===== config.mk =====
export PLATFORM = sky130hd
export DESIGN_NAME = atrst_ctrl
export DESIGN_NICKNAME = d
export VERILOG_FILES = /design/src/design/atrst_pkg.sv /design/src/design/atrst_ctrl.sv
export SDC_FILE = /design/constraint.sdc
export NUM_CORES = 1
export LEC_CHECK = 0
export ABC_AREA = 1
export BUFFER_PORTS_ARGS = -buffer_cell sky130_fd_sc_hd__buf_2
export CAP_MARGIN = 30
export CORE_MARGIN = 10
export CORE_UTILIZATION = 45
export CTS_CLUSTER_SIZE = 16
export DETAILED_ROUTE_END_ITERATION = 8
export PLACE_DENSITY = 0.67
export SYNTH_ARGS = -nofsm -noshare
export SYNTH_HDL_FRONTEND = slang
export SYNTH_SLANG_ARGS = --single-unit

===== constraint.sdc =====
create_clock -name i_clk -period 3.7 [get_ports i_clk]
set_input_delay 0.185 -clock i_clk [delete_from_list [all_inputs] [get_ports i_clk]]
set_output_delay 0.185 -clock i_clk [all_outputs]
set_load 0.005 [all_outputs]

===== src/design/atrst_pkg.sv =====
// Shared types and constants of the ATR and SuperTrend block.
package atrst_pkg;

    localparam int AVG_W       = 48;
    localparam int LINE_W      = 34;
    localparam int BAND_W      = 16;
    localparam int WLEN_W      = 7;
    localparam int MODE_W      = 2;
    localparam int CFG_IDX_W   = 2;
    localparam int CFG_DATA_W  = 16;
    localparam int OUT_TDATA_W = 88;
    localparam int OUT_TUSER_W = 2;

    localparam logic [CFG_IDX_W-1:0] REG_AVERAGE_MODE  = 2'd0;
    localparam logic [CFG_IDX_W-1:0] REG_WINDOW_LENGTH = 2'd1;
    localparam logic [CFG_IDX_W-1:0] REG_BAND_FACTOR   = 2'd2;

    localparam logic [MODE_W-1:0] MODE_SMA = 2'd0;
    localparam logic [MODE_W-1:0] MODE_WMA = 2'd1;
    localparam logic [MODE_W-1:0] MODE_EMA = 2'd2;
    localparam logic [MODE_W-1:0] MODE_RMA = 2'd3;

    localparam logic [MODE_W-1:0] RST_MODE = MODE_RMA;
    localparam logic [WLEN_W-1:0] RST_WLEN = 7'd14;
    localparam logic [BAND_W-1:0] RST_BAND = 16'd768;

    typedef struct packed {
        logic load;
        logic store;
        logic sel;
        logic rd;
        logic acc_add;
        logic seed;
        logic num;
        logic div;
        logic quo;
        logic mul;
        logic fin;
    } t_cmd;

    typedef struct packed {
        logic              seen;
        logic [MODE_W-1:0] mode;
        logic              e_zero;
        logic              out_free;
    } t_status;

endpackage


===== src/design/atrst_ctrl.sv =====
// Sequencer that walks the window, runs the divider and finishes each item.
module atrst_ctrl #(
    parameter int WINDOW_DEPTH = 64,
    parameter int NUM_W        = 61
) (
    input  logic                                i_clk,
    input  logic                                i_rst_n,
    input  logic                                i_in_valid,
    output logic                                o_in_ready,
    input  atrst_pkg::t_status                  i_status,
    input  logic [$clog2(WINDOW_DEPTH+2)-1:0]   i_fill,
    output logic [$clog2(WINDOW_DEPTH+2)-1:0]   o_k,
    output atrst_pkg::t_cmd                     o_cmd
);

    localparam int FW = $clog2(WINDOW_DEPTH + 2);
    localparam int CW = $clog2(NUM_W + 1);

    typedef enum logic [10:0] {
        ST_IDLE = 11'b000_0000_0001,
        ST_TR   = 11'b000_0000_0010,
        ST_SEL  = 11'b000_0000_0100,
        ST_RD   = 11'b000_0000_1000,
        ST_ACC  = 11'b000_0001_0000,
        ST_SEED = 11'b000_0010_0000,
        ST_NUM  = 11'b000_0100_0000,
        ST_DIV  = 11'b000_1000_0000,
        ST_QUO  = 11'b001_0000_0000,
        ST_MUL  = 11'b010_0000_0000,
        ST_FIN  = 11'b100_0000_0000
    } t_state;

    t_state          r_state, n_state;
    logic [FW-1:0]   r_k, n_k;
    logic [CW-1:0]   r_cnt, n_cnt;
    logic [FW-1:0]   kp1;
    logic            smooth;

    always_comb begin
        kp1     = r_k + FW'(1);
        smooth  = i_status.mode inside {atrst_pkg::MODE_EMA, atrst_pkg::MODE_RMA};
        n_state = r_state;
        n_k     = r_k;
        n_cnt   = r_cnt;
        o_cmd   = '0;
        case (r_state)
            ST_IDLE: begin
                if (i_in_valid) begin
                    o_cmd.load = 1'b1;
                    n_state    = i_status.seen ? ST_TR : ST_MUL;
                end
            end
            ST_TR: begin
                o_cmd.store = 1'b1;
                n_state     = ST_SEL;
            end
            ST_SEL: begin
                o_cmd.sel = 1'b1;
                n_k       = (smooth && !i_status.e_zero) ? i_fill - FW'(1) : '0;
                n_state   = ST_RD;
            end
            ST_RD: begin
                o_cmd.rd = 1'b1;
                if (!smooth) begin
                    n_state = ST_ACC;
                end else if (i_status.e_zero && r_k == '0) begin
                    n_state = ST_SEED;
                end else begin
                    n_state = ST_NUM;
                end
            end
            ST_ACC: begin
                o_cmd.acc_add = 1'b1;
                if (kp1 == i_fill) begin
                    n_state = ST_NUM;
                end else begin
                    n_k     = kp1;
                    n_state = ST_RD;
                end
            end
            ST_SEED: begin
                o_cmd.seed = 1'b1;
                if (kp1 < i_fill) begin
                    n_k     = kp1;
                    n_state = ST_RD;
                end else begin
                    n_state = ST_MUL;
                end
            end
            ST_NUM: begin
                o_cmd.num = 1'b1;
                n_cnt     = CW'(NUM_W);
                n_state   = ST_DIV;
            end
            ST_DIV: begin
                o_cmd.div = 1'b1;
                n_cnt     = r_cnt - CW'(1);
                if (r_cnt == CW'(1)) begin
                    n_state = ST_QUO;
                end
            end
            ST_QUO: begin
                o_cmd.quo = 1'b1;
                if (kp1 < i_fill) begin
                    n_k     = kp1;
                    n_state = ST_RD;
                end else begin
                    n_state = ST_MUL;
                end
            end
            ST_MUL: begin
                o_cmd.mul = 1'b1;
                n_state   = ST_FIN;
            end
            ST_FIN: begin
                if (i_status.out_free) begin
                    o_cmd.fin = 1'b1;
                    n_state   = ST_IDLE;
                end
            end
            default: begin
                n_state = ST_IDLE;
            end
        endcase
    end

    assign o_in_ready = (r_state == ST_IDLE);
    assign o_k        = r_k;

    always_ff @(posedge i_clk) begin
        if (!i_rst_n) begin
            r_state <= ST_IDLE;
            r_k     <= '0;
            r_cnt   <= '0;
        end else begin
            r_state <= n_state;
            r_k     <= n_k;
            r_cnt   <= n_cnt;
        end
    end

endmodule


# Yosys cells after proc, flatten, opt, wreduce, memory -nomap -nowiden
# Cells that the tools add are included.
# word_totals
output_inout_bits,19
regBits,24
inputBits,15
elab_cells,64
# classes
reduce_logical,10
n_mux,27
order_cmp,1
addsub,3
n_eq_ne,20
# op_table
cell,count
$pmux W11 S10,1
$mux W11,4
$mux W7,5
$pmux W7 S3,1
$mux W10,2
$mux W1,13
$pmux W6 S2,1
$eq A11 B1 Y1 const B,1
$eq A11 B10 Y1 const B,1
$eq A11 B11 Y1 const B,1
$eq A11 B2 Y1 const B,1
$eq A11 B3 Y1 const B,1
$eq A11 B4 Y1 const B,1
$eq A11 B5 Y1 const B,1
$eq A11 B6 Y1 const B,1
$eq A11 B7 Y1 const B,1
$eq A11 B8 Y1 const B,1
$eq A11 B9 Y1 const B,1
$ne A2 B2 Y1 const B,4
$add A7 B1 Y7 const B,1
$eq A7 B7 Y1,1
$logic_not A7 Y1,1
$lt A7 B7 Y1,1
$sub A7 B1 Y7 const B,1
10 further kinds,14

# Logic depth before layout (Yosys ltp)
# Gate-level depths: netlist of run 1.
# depth
word_depth,5
mapped_depth,16
ltp_nobuf,16

# Least setup slack after synthesis of run 1
# Ideal clock, no wire load.
# synth_path
path_kind,register to register
start,"reg r_k[0], in the netlist o_k[0]"
end,"reg r_k[5], in the netlist o_k[5]"
n_path_buf,0
setup_ps,115
synth_period_minus_slack_ps,2206
path_slack_ps,1494
path_stages_with_launch,16
required_time_ps,3585
arrival_ps,2092
path_cell_list,dfxtp_1 ha_1 nand4_1 o21ai_0 nand2_1 ha_1 nand2_1 inv_1 nand2_1 nand2_1 a21oi_1 nand2_2 nand2_4 nand2_1 nor2_1 nor2_1
# synth_between
elab_chain_len,4
elab_cells_between_ends,9
cone_classes,1 x add/sub; 1 x order compare; 3 x eq/ne; 3 x mux; 1 x reduce/logical
# synth_rtl
item,line_no,source
from (decl),atrst_ctrl.sv:34,"logic [FW-1:0] r_k, n_k;"
from (signal assigned),atrst_ctrl.sv:137,r_k <= n_k;
$add A7 B1 Y7 (*),atrst_ctrl.sv:40,kp1 = r_k + FW'(1);
$lt A7 B7 Y1 or $eq A7 B7 Y1 (tied branches),"atrst_ctrl.sv:83, atrst_ctrl.sv:104, atrst_ctrl.sv:74",
$ne A2 B1 Y1 (no line) or $ne A2 B2 Y1 (tied branches),n/a,
$reduce_and A3 Y1 (no line),n/a,
# Every way passes the cells marked *; elsewhere a longest branch is shown, timed or not. The select of a mux whose other input is x is not followed.
# A chain may end at the register's enable or synchronous reset.

# Worst setup path after layout of run 1
# layout_path
start,"reg r_k[0], in the netlist o_k[0]"
end,"reg r_k[3], in the netlist o_k[3]"
# Same word-level chain as after synthesis.

==> results by stage, run 1 <==
Run status:
- The flow ran to the end, and the final reports show no timing, DRC or antenna violations.

Critical path:
- Data on the critical path arrives at its endpoint at 2.78 ns.
- The most numerous cell type found on the critical path is sky130_fd_sc_hd__nand2_1.
- For this design, the slowest cell found on the critical path is sky130_fd_sc_hd__dfxtp_1.
- The biggest fanout along the worst timing path is 6.
- The critical path contains buffers and inverters numbering 0 combined.
- On the critical path the largest part of the delay comes from simple AND/OR/NAND/NOR gates.
- Walking the worst path, the cells encountered are ha_1, nand4_1, o21ai_0, nand2_1, ha_1, nand2_1, nor2_1, nand2_1, nand3_1, nand2_1, a21oi_2, nand2_1, a21oi_2.
- For the worst setup path, the data required time is 3.90 ns.
- STA classifies the critical path endpoint as a flip-flop.
- For this run, the slowest stage of the critical path takes 0.45 ns.
- The launching element type of the critical path is a flip-flop.
- The critical path start-end classification is reg2reg.

Synthesis:
- The biggest area contributor in the post-synthesis netlist is sky130_fd_sc_hd__dfxtp_1.
- The top-area cell type share of the netlist area is 25.18%.
- The average cell area after synthesis is 6.446 sq um.
- During synthesis, Yosys emitted a total of 0 warnings.
- In this run, synthesis produced a sequential element count of 24.
- Ranked by total cell area, the synthesized netlist is headed by sky130_fd_sc_hd__dfxtp_1 (25%), sky130_fd_sc_hd__inv_1 (11%), sky130_fd_sc_hd__nand2_1 (11%), sky130_fd_sc_hd__ha_1 (7.9%), sky130_fd_sc_hd__nor2_1 (6.1%).
- In this run, distinct cell masters in the synthesized netlist total 30.
- The sequential cell area fraction in the yosys report is 25.18%.
- The number of nets in the synthesized netlist is 323.
- The netlist area before placement is 1908 sq um.
- After technology mapping, the gate count stands at 296.

Floorplanning:
- For this design the top-level I/O count stands at 34.
- The number of placement rows is 23.
- From bottom edge to top edge, the die measures 85.12 um.
- The core region is 4058 sq um.
- For this configuration, the core starts out at a cell density of 47.02%.
- The overall die area is 7245 sq um.
- The width of the die is 85.12 um.

Placement:
- The routability congestion estimate from global placement is 0.7888.
- Counting tap cells, the placed design contains a total of 375 instances.
- The HPWL after detailed placement is 3615 um.
- The number of port buffers is 32.

Global route:
- Entering global routing, the biggest net connects 15 pins.
- The number of antenna violations at the first check in global routing was 0.
- The first global-routing pass estimated 7790 um of wire.
- The total routing resource utilization after global routing is 12.39%.
- The number of global-route vias before repair is 1750.
- The global route total overflow is 0.

CTS:
- Counting the buffers created by CTS gives 3.
- The number of hold buffers added after cts is 0.
- The longest clock path from root to sink contains 2 buffers.
- At the later pin of the worst-skew pair, clock insertion delay measures 0.26 ns.
- The count of cells resized by post-cts repair is 0.
- Clock-pin slew was measured on the worst setup and hold paths at 0.08 ns.
- CTS built an H-tree with a depth of 1.
- The buffer cell driving the clock tree root is sky130_fd_sc_hd__clkbuf_8.
- The number of clock sinks is 24.
- The clock tree from TritonCTS is done.
- The number of setup buffers added after CTS is 0.

Flow run:
- Max-cap violations in this run came to 0.

STA:
- The number of setup violations in the final report is 0.
- The transition time at the pin with the least slew margin is 0.4940 ns.
- The final-layout setup total negative slack is 0 ns.
- For this run, the top clock speed supported by timing is 0.3872 GHz.
- Setup repair after global routing left no endpoint under its margin.
- Across the routed clock network, the largest skew measured is 0.001431 ns.
- The total count of max-transition violations in the final report came to 0.
- The worst relative slew slack is 66.76%.
- The hold violation total from the final report came to 0.
- In the finished design, the share of the clock period the worst path needs comes to 69.79%.
- The clock period could shrink to 2.582 ns.
- Across all hold checks on the routed design, the worst slack comes to 0.1115 ns.

Routing:
- The detailed router placed 1818 vias in this run.
- The count of unresolved DRC violations after routing is 0.
- For this run, the detailed router's first-pass iteration total came to 4.
- The detailed-route wire length is 4452 um.
- The first routing iteration left 139 violations.
- The via density per instance is 4.810.
- The count of nets left with antenna violations after detail routing is 0.
- The average wire length per cell after detail routing is 11.78 um.

Power:
- The sum of internal, switching and leakage power is 0.6885 mW.
- VDD sags by at most 252.4 uV.
- Power spread over the standard cell area amounts to 319.9 nW/um^2.
- In this run the static leakage power is 1.218 nW.

Cells and area:
- The filler cells instantiated in the layout total 440.
- The number of standard cells in the layout, taps in and fillers out is 378.
- The number of antenna diodes in the final layout is 0.
- The area overhead of the layout relative to synthesis is 12.79%.
- At the end of the flow, the number of nets in the layout was 357.
- The post-route netlist has 22.26% of its cells at a drive strength greater than 1.

Min path:
- The path class of the lowest-slack min-delay path is in2reg.
[flip-flops by register name (all words and copies together), names as in the netlist]
signal   cells
o_k          7
r_cnt        6
r_state     11
[per-stage QoR]
stage	area, sq um	setup slack, ns	util, %
2_1_floorplan	1908	1.494	-
3_3_place_gp	2111	1.170	52.02
3_5_place_dp	2111	1.146	52.02
4_1_cts	2152	1.121	53.04
5_1_grt	2152	0.8916	53.04
6_report	2152	1.118	53.04
[path summary, 6_finish.rpt]
check | startpoint | endpoint | slack [ns] | depth (start not counted)
max | o_k[0]$_SDFFE_PN0P_ | o_k[3]$_SDFFE_PN0P_ | 1.12 | 13
max reg2reg | o_k[0]$_SDFFE_PN0P_ | o_k[3]$_SDFFE_PN0P_ | 1.12 | 13
min | i_status[3] | r_state[4]$_SDFFE_PN0P_ | 0.11 | 2
min reg2reg | r_cnt[4]$_SDFFE_PN0P_ | r_cnt[4]$_SDFFE_PN0P_ | 0.47 | 2
[synth_stat cells]
library cell / number
sky130_fd_sc_hd__nand3_2: 4
sky130_fd_sc_hd__or2_2: 1
sky130_fd_sc_hd__a21boi_0: 1
sky130_fd_sc_hd__nor2_8: 1
sky130_fd_sc_hd__nor2_2: 6
sky130_fd_sc_hd__nand2_2: 10
sky130_fd_sc_hd__o21ai_2: 2
sky130_fd_sc_hd__dfxtp_1: 24
sky130_fd_sc_hd__inv_2: 5
sky130_fd_sc_hd__o21ai_0: 7
sky130_fd_sc_hd__nor4_1: 3
sky130_fd_sc_hd__ha_1: 12
sky130_fd_sc_hd__a21oi_1: 10
sky130_fd_sc_hd__clkbuf_1: 1
sky130_fd_sc_hd__inv_1: 57
sky130_fd_sc_hd__nand4_1: 8
sky130_fd_sc_hd__nand3_1: 19
sky130_fd_sc_hd__nor2_4: 3
sky130_fd_sc_hd__xor2_1: 5
sky130_fd_sc_hd__a211oi_1: 1
sky130_fd_sc_hd__o21ai_1: 8
sky130_fd_sc_hd__a21oi_2: 2
sky130_fd_sc_hd__buf_6: 1
sky130_fd_sc_hd__nor2_1: 31
sky130_fd_sc_hd__buf_2: 1
sky130_fd_sc_hd__nand2_1: 55
sky130_fd_sc_hd__o22ai_1: 2
sky130_fd_sc_hd__nand2_4: 4
sky130_fd_sc_hd__nor3_1: 11
sky130_fd_sc_hd__and2_1: 1
[worst reg2reg max path: stages, from the launching register on]
cell and delay (ns):
sky130_fd_sc_hd__dfxtp_1 0.45, sky130_fd_sc_hd__ha_1 0.26, sky130_fd_sc_hd__nand4_1 0.17, sky130_fd_sc_hd__o21ai_0 0.18, sky130_fd_sc_hd__nand2_1 0.10, sky130_fd_sc_hd__ha_1 0.30, sky130_fd_sc_hd__nand2_1 0.08, sky130_fd_sc_hd__nor2_1 0.16
sky130_fd_sc_hd__nand2_1 0.10, sky130_fd_sc_hd__nand3_1 0.09, sky130_fd_sc_hd__nand2_1 0.08, sky130_fd_sc_hd__a21oi_2 0.29, sky130_fd_sc_hd__nand2_1 0.12, sky130_fd_sc_hd__a21oi_2 0.14
[final cells by class]
type	count	area, sq um	share of cell area [%]
well taps	50	62.56	2.907
inverters	62	232.7	10.81
repair buffers	32	160.2	7.442
clock buffers	3	41.29	1.919
flip-flops and latches	24	480.5	22.33
multi-input cells	207	1175	54.59
[power breakdown]
| part | switching [mW] | internal (mW) | leakage [nW] |
|---|---|---|---|
| registers | 0.0142 | 0.272 | 0.194 |
| logic | 0.165 | 0.0860 | 1.00 |
| clock network | 0.0778 | 0.0727 | 0.0216 |
[cells in the final DEF, fill, tap and decap left out, drive strengths merged]
| cell | netlist | final |
|---|---|---|
| nand3 | 23 | 23 |
| buf | 2 | 32 |
| clkbuf | 1 | 3 |
| ha | 12 | 12 |
| or2 | 1 | 1 |
| a21oi | 12 | 12 |
| nor3 | 11 | 11 |
| a21boi | 1 | 1 |
| nor4 | 3 | 3 |
| and2 | 1 | 1 |
| a211oi | 1 | 1 |
| nand4 | 8 | 8 |
| dfxtp | 24 | 24 |
| o22ai | 2 | 2 |
| nor2 | 41 | 41 |
| xor2 | 5 | 5 |
| o21ai | 17 | 17 |
| inv | 62 | 62 |
| nand2 | 69 | 69 |
[per-layer routing]
metal  global-route usage, %  vias up  wire length [um]  share of wire [%]
met5                       0        -                 0                  0
met4                   2.395        0                22               0.49
met3                   3.442        2               239                5.4
met2                   20.23       29              1981                 44
met1                   15.82      788              2209                 50
li1                        -      999                 -                  -
[cells by family after synthesis]
| group | Yosys count | share of synthesized area [%] |
|---|---|---|
| AO/OA/AOI/OAI | 33 | 9.837 |
| flip-flops | 24 | 25.18 |
| XOR/XNOR | 5 | 2.295 |
| AND/OR/NAND/NOR | 157 | 41.57 |
| adder cells (fa/ha/maj) | 12 | 7.869 |
| buffers and inverters | 65 | 13.25 |
Note: power is estimated with default switching activity, not from simulation.
==> run 2: changes to the inputs <==
PLACE_DENSITY = 0.69   (was 0.67)
clock period = 2.35 ns   (was 3.7 ns; I/O delays follow)
==> results by stage, run 2 (synthesis results as in run 1) <==
Run status:
- The flow ran to the end, and the final reports show no timing, DRC or antenna violations.

Routing:
- The count of unresolved DRC violations after routing is 0 (unchanged).
- The count of nets left with antenna violations after detail routing is 0 (unchanged).
- The number of iterations in the first detailed-routing pass is 4 (unchanged).
- The average wire length per cell after detail routing is 12.62 um (+7.1%).
- The detailed-route wire length came to 4896 um (+10%).
- The number of vias in the routed layout came to 1908 (+5.0%).
- The via density per instance came to 4.918 (+2.2%).
- The iteration-0 DRC count of the detailed router is 81 (-42%).

Floorplanning:
- The core box area is 4058 sq um (unchanged).
- The chip height is 85.12 um (unchanged).
- The width of the die is 85.12 um (unchanged).
- The number of placement rows was 23 (unchanged).
- The initial core utilization is 47.02% (unchanged).
- The overall die area is 7245 sq um (unchanged).
- The number of top-level pins was 34 (unchanged).

CTS:
- The number of buffers created by CTS is 3 (unchanged).
- The level count of the clock H-tree is 1 (unchanged).
- The clock transition at the register clock pins on the worst setup and hold paths after CTS came to 0.09 ns (about the same).
- The buffer cell driving the clock tree root is sky130_fd_sc_hd__clkbuf_8.
- The clock tree from TritonCTS is done.
- The maximum clock path buffer count is 2 (unchanged).
- The clock network latency to the later pin of the worst-skew pair is 0.28 ns (+0.02 ns).
- The number of clock sinks came to 24 (unchanged).

STA:
- The number of setup violations in the final report came to 0 (unchanged).
- The worst relative slew slack came to 68.96% (+2.2 points).
- The final worst clock skew is 0.008666 ns (+0.007235 ns).
- The hold violation total from the final report is 0 (unchanged).
- The total count of max-transition violations in the final report is 0 (unchanged).
- The time the worst path needs with I/O delays and setup is 2.307 ns (-0.2752 ns).
- The final setup slack of the worst path is 0.04283 ns (-1.075 ns).
- The transition time at the pin with the least slew margin is 0.4613 ns (-0.03269 ns).
- The peak clock frequency supported by timing is 0.4334 GHz (+12%).
- The portion of the clock cycle consumed by the worst path in the final layout was 98.18% (+28 points).

Power:
- The part of the power in registers is 39.4% (-2.2 points).
- The switching share of total power is 37.18% (-0.20 points).
- The sum of internal, switching and leakage power came to 1.146 mW (+66%).
- The cell-internal power came to 0.7197 mW (+67%).
- The power density over the cells is 497.9 nW/um^2 (+56%).
- The worst vdd rail ir drop is 400.7 uV (+59%).
- The combinational fraction of design power is 35.4% (-1.1 points).
- The portion of total power attributed to the clock network was 25.2% (+3.3 points).
- The static leakage is 1.273 nW (+4.6%).
- The switching component of the power is 0.4259 mW (+65%).

Critical path:
- The critical path start-end classification is reg2reg.
- The startpoint of the worst-slack reg-to-reg timing path is o_k[0]$_SDFFE_PN0P_.
- Tracing the worst setup path back leads to its startpoint at o_k[0]$_SDFFE_PN0P_.
- The data arrival time at the worst-slack endpoint is 2.51 ns (-0.27 ns).
- The biggest fanout along the worst timing path was 6 (unchanged).
- The worst endpoint required time is 2.56 ns (-1.34 ns).
- The worst-case register-to-register setup slack is 0.04 ns (-1.07 ns).
- STA classifies the critical path endpoint as a flip-flop.
- The launching element type of the critical path is a flip-flop.

Cells and area:
- The register ranked first by flip-flop count is r_state.
- From synthesis to final layout, the design area changed by 20.59%.
- The post-layout utilization of the core is 56.71% (+3.7 points).
- In the layout the commonest cells are sky130_fd_sc_hd__inv_1 (57), sky130_fd_sc_hd__nand2_1 (52), sky130_fd_sc_hd__buf_2 (32), sky130_fd_sc_hd__nor2_1 (30), sky130_fd_sc_hd__dfxtp_1 (22).
- The library cell used most frequently in the layout, excluding fill and tap cells, is sky130_fd_sc_hd__inv_1.
- The layout net count was 366 (+2.5%).
- The flip-flop count of the largest register, all copies and words added is 11 (unchanged).
- The share of final-layout standard cells stronger than drive strength 1 was 27.81% (+5.6 points).
- The number of antenna cells inserted is 0 (unchanged).

Global route:
- The first-pass GRT wire length is 7941 um (+1.9%).
- The number of global-route vias before repair was 1763 (+0.74%).
- The number of antenna violations at the first check in global routing is 0 (unchanged).
- The total routing resource utilization after global routing is 12.92% (+0.53 points).
- The pin count of the biggest net entering global routing is 15 (unchanged).
- The global route total overflow is 0 (unchanged).

Placement:
- The worst slack at placement is -0.05403 ns (-1.200 ns).
- The number of port buffers is 32 (unchanged).
- The routability congestion estimate from global placement was 0.7980 (+1.2%).
- The total half-perimeter wirelength after legalization and detailed placement is 3834 um (+6.1%).

Min path:
- The worst hold path begins at i_status[3].
- The path class of the lowest-slack min-delay path is in2reg.

Flow run:
- The max-cap violation count is 0 (unchanged).
==> run 2: cell count changes in the layout (fill, tap and decap cells not counted), moves of 3 or more <==
cell                      change
sky130_fd_sc_hd__nand2_1      -3
sky130_fd_sc_hd__nand2_2      +3
sky130_fd_sc_hd__ha_1         -3
sky130_fd_sc_hd__buf_4        +9
==> run 2: final cells by class <==
cell class	instances	area, sq um
Multi-Input combinational cell	207	1240
Sequential cell	24	483.0
Fill cell	412	1757
Clock buffer	4	55.05
Timing Repair Buffer	41	227.7
Inverter	62	232.7
Tap cell	50	62.56
==> run 2: per-layer routing <==
metal,vias to the layer above,part of all wire [%],GRT usage [%]
li1,1023,-,-
met1,847,46,16.08
met3,4,4.4,3.920
met2,34,49,21.12
met5,-,0,0
met4,0,0.78,3.144
==> run 2: power groups by stage <==
| stage | Sequential (mW) | Combinational [mW] | Clock [mW] |
|---|---|---|---|
| 6_report | 0.451 | 0.405 | 0.289 |
| 5_1_grt | 0.456 | 0.459 | 0.315 |
| 4_1_cts | 0.451 | 0.401 | 0.300 |
| 3_5_place_dp | 0.461 | 0.397 | 0 |
| 3_3_place_gp | 0.460 | 0.395 | 0 |
| 2_1_floorplan | 0.457 | 0.298 | 0 |
==> run 2: path summary, 6_finish.rpt <==
check | end | depth (start not counted)
setup / recovery | o_k[3]$_SDFFE_PN0P_ | 14
hold / removal | r_state[4]$_SDFFE_PN0P_ | 2
setup reg to reg | o_k[3]$_SDFFE_PN0P_ | 14
hold reg to reg | r_cnt[4]$_SDFFE_PN0P_ | 2
==> run 2: critical path: stages (launching register included) <==
cell and delay, ns:
sky130_fd_sc_hd__dfxtp_2 0.36, sky130_fd_sc_hd__ha_2 0.18, sky130_fd_sc_hd__nand4_1 0.16, sky130_fd_sc_hd__o21ai_1 0.17
sky130_fd_sc_hd__nand2_1 0.13, sky130_fd_sc_hd__ha_4 0.31, sky130_fd_sc_hd__nand2_2 0.08, sky130_fd_sc_hd__inv_1 0.06
sky130_fd_sc_hd__nand2_1 0.04, sky130_fd_sc_hd__nand2_1 0.11, sky130_fd_sc_hd__a21oi_4 0.06, sky130_fd_sc_hd__buf_4 0.14
sky130_fd_sc_hd__a21oi_4 0.20, sky130_fd_sc_hd__nand2_1 0.10, sky130_fd_sc_hd__a21oi_2 0.12
==> run 2: repair_timing <==
item,4_1_cts,5_1_grt
hold buffers,0,0
endpoints found under the setup margin,7,9
pin swaps,0,4
cloned,0,0
buffers inserted,0,1
gates resized for setup,4,11
==> run 2: metrics by stage <==
stage | std cells | TNS (ns) | instance area, sq um | hold WS [ns]
final | 388 | 0 | 2301 | 0.03299
after detailed placement | 383 | -0.1300 | 2171 | 0.3247
after floorplan | 296 | 0 | 1908 | 0.1968
after CTS | 387 | 0 | 2240 | 0.02599
after global placement | 383 | 0 | 2171 | 0.3233
after global routing | 388 | -0.1398 | 2301 | 0.02798
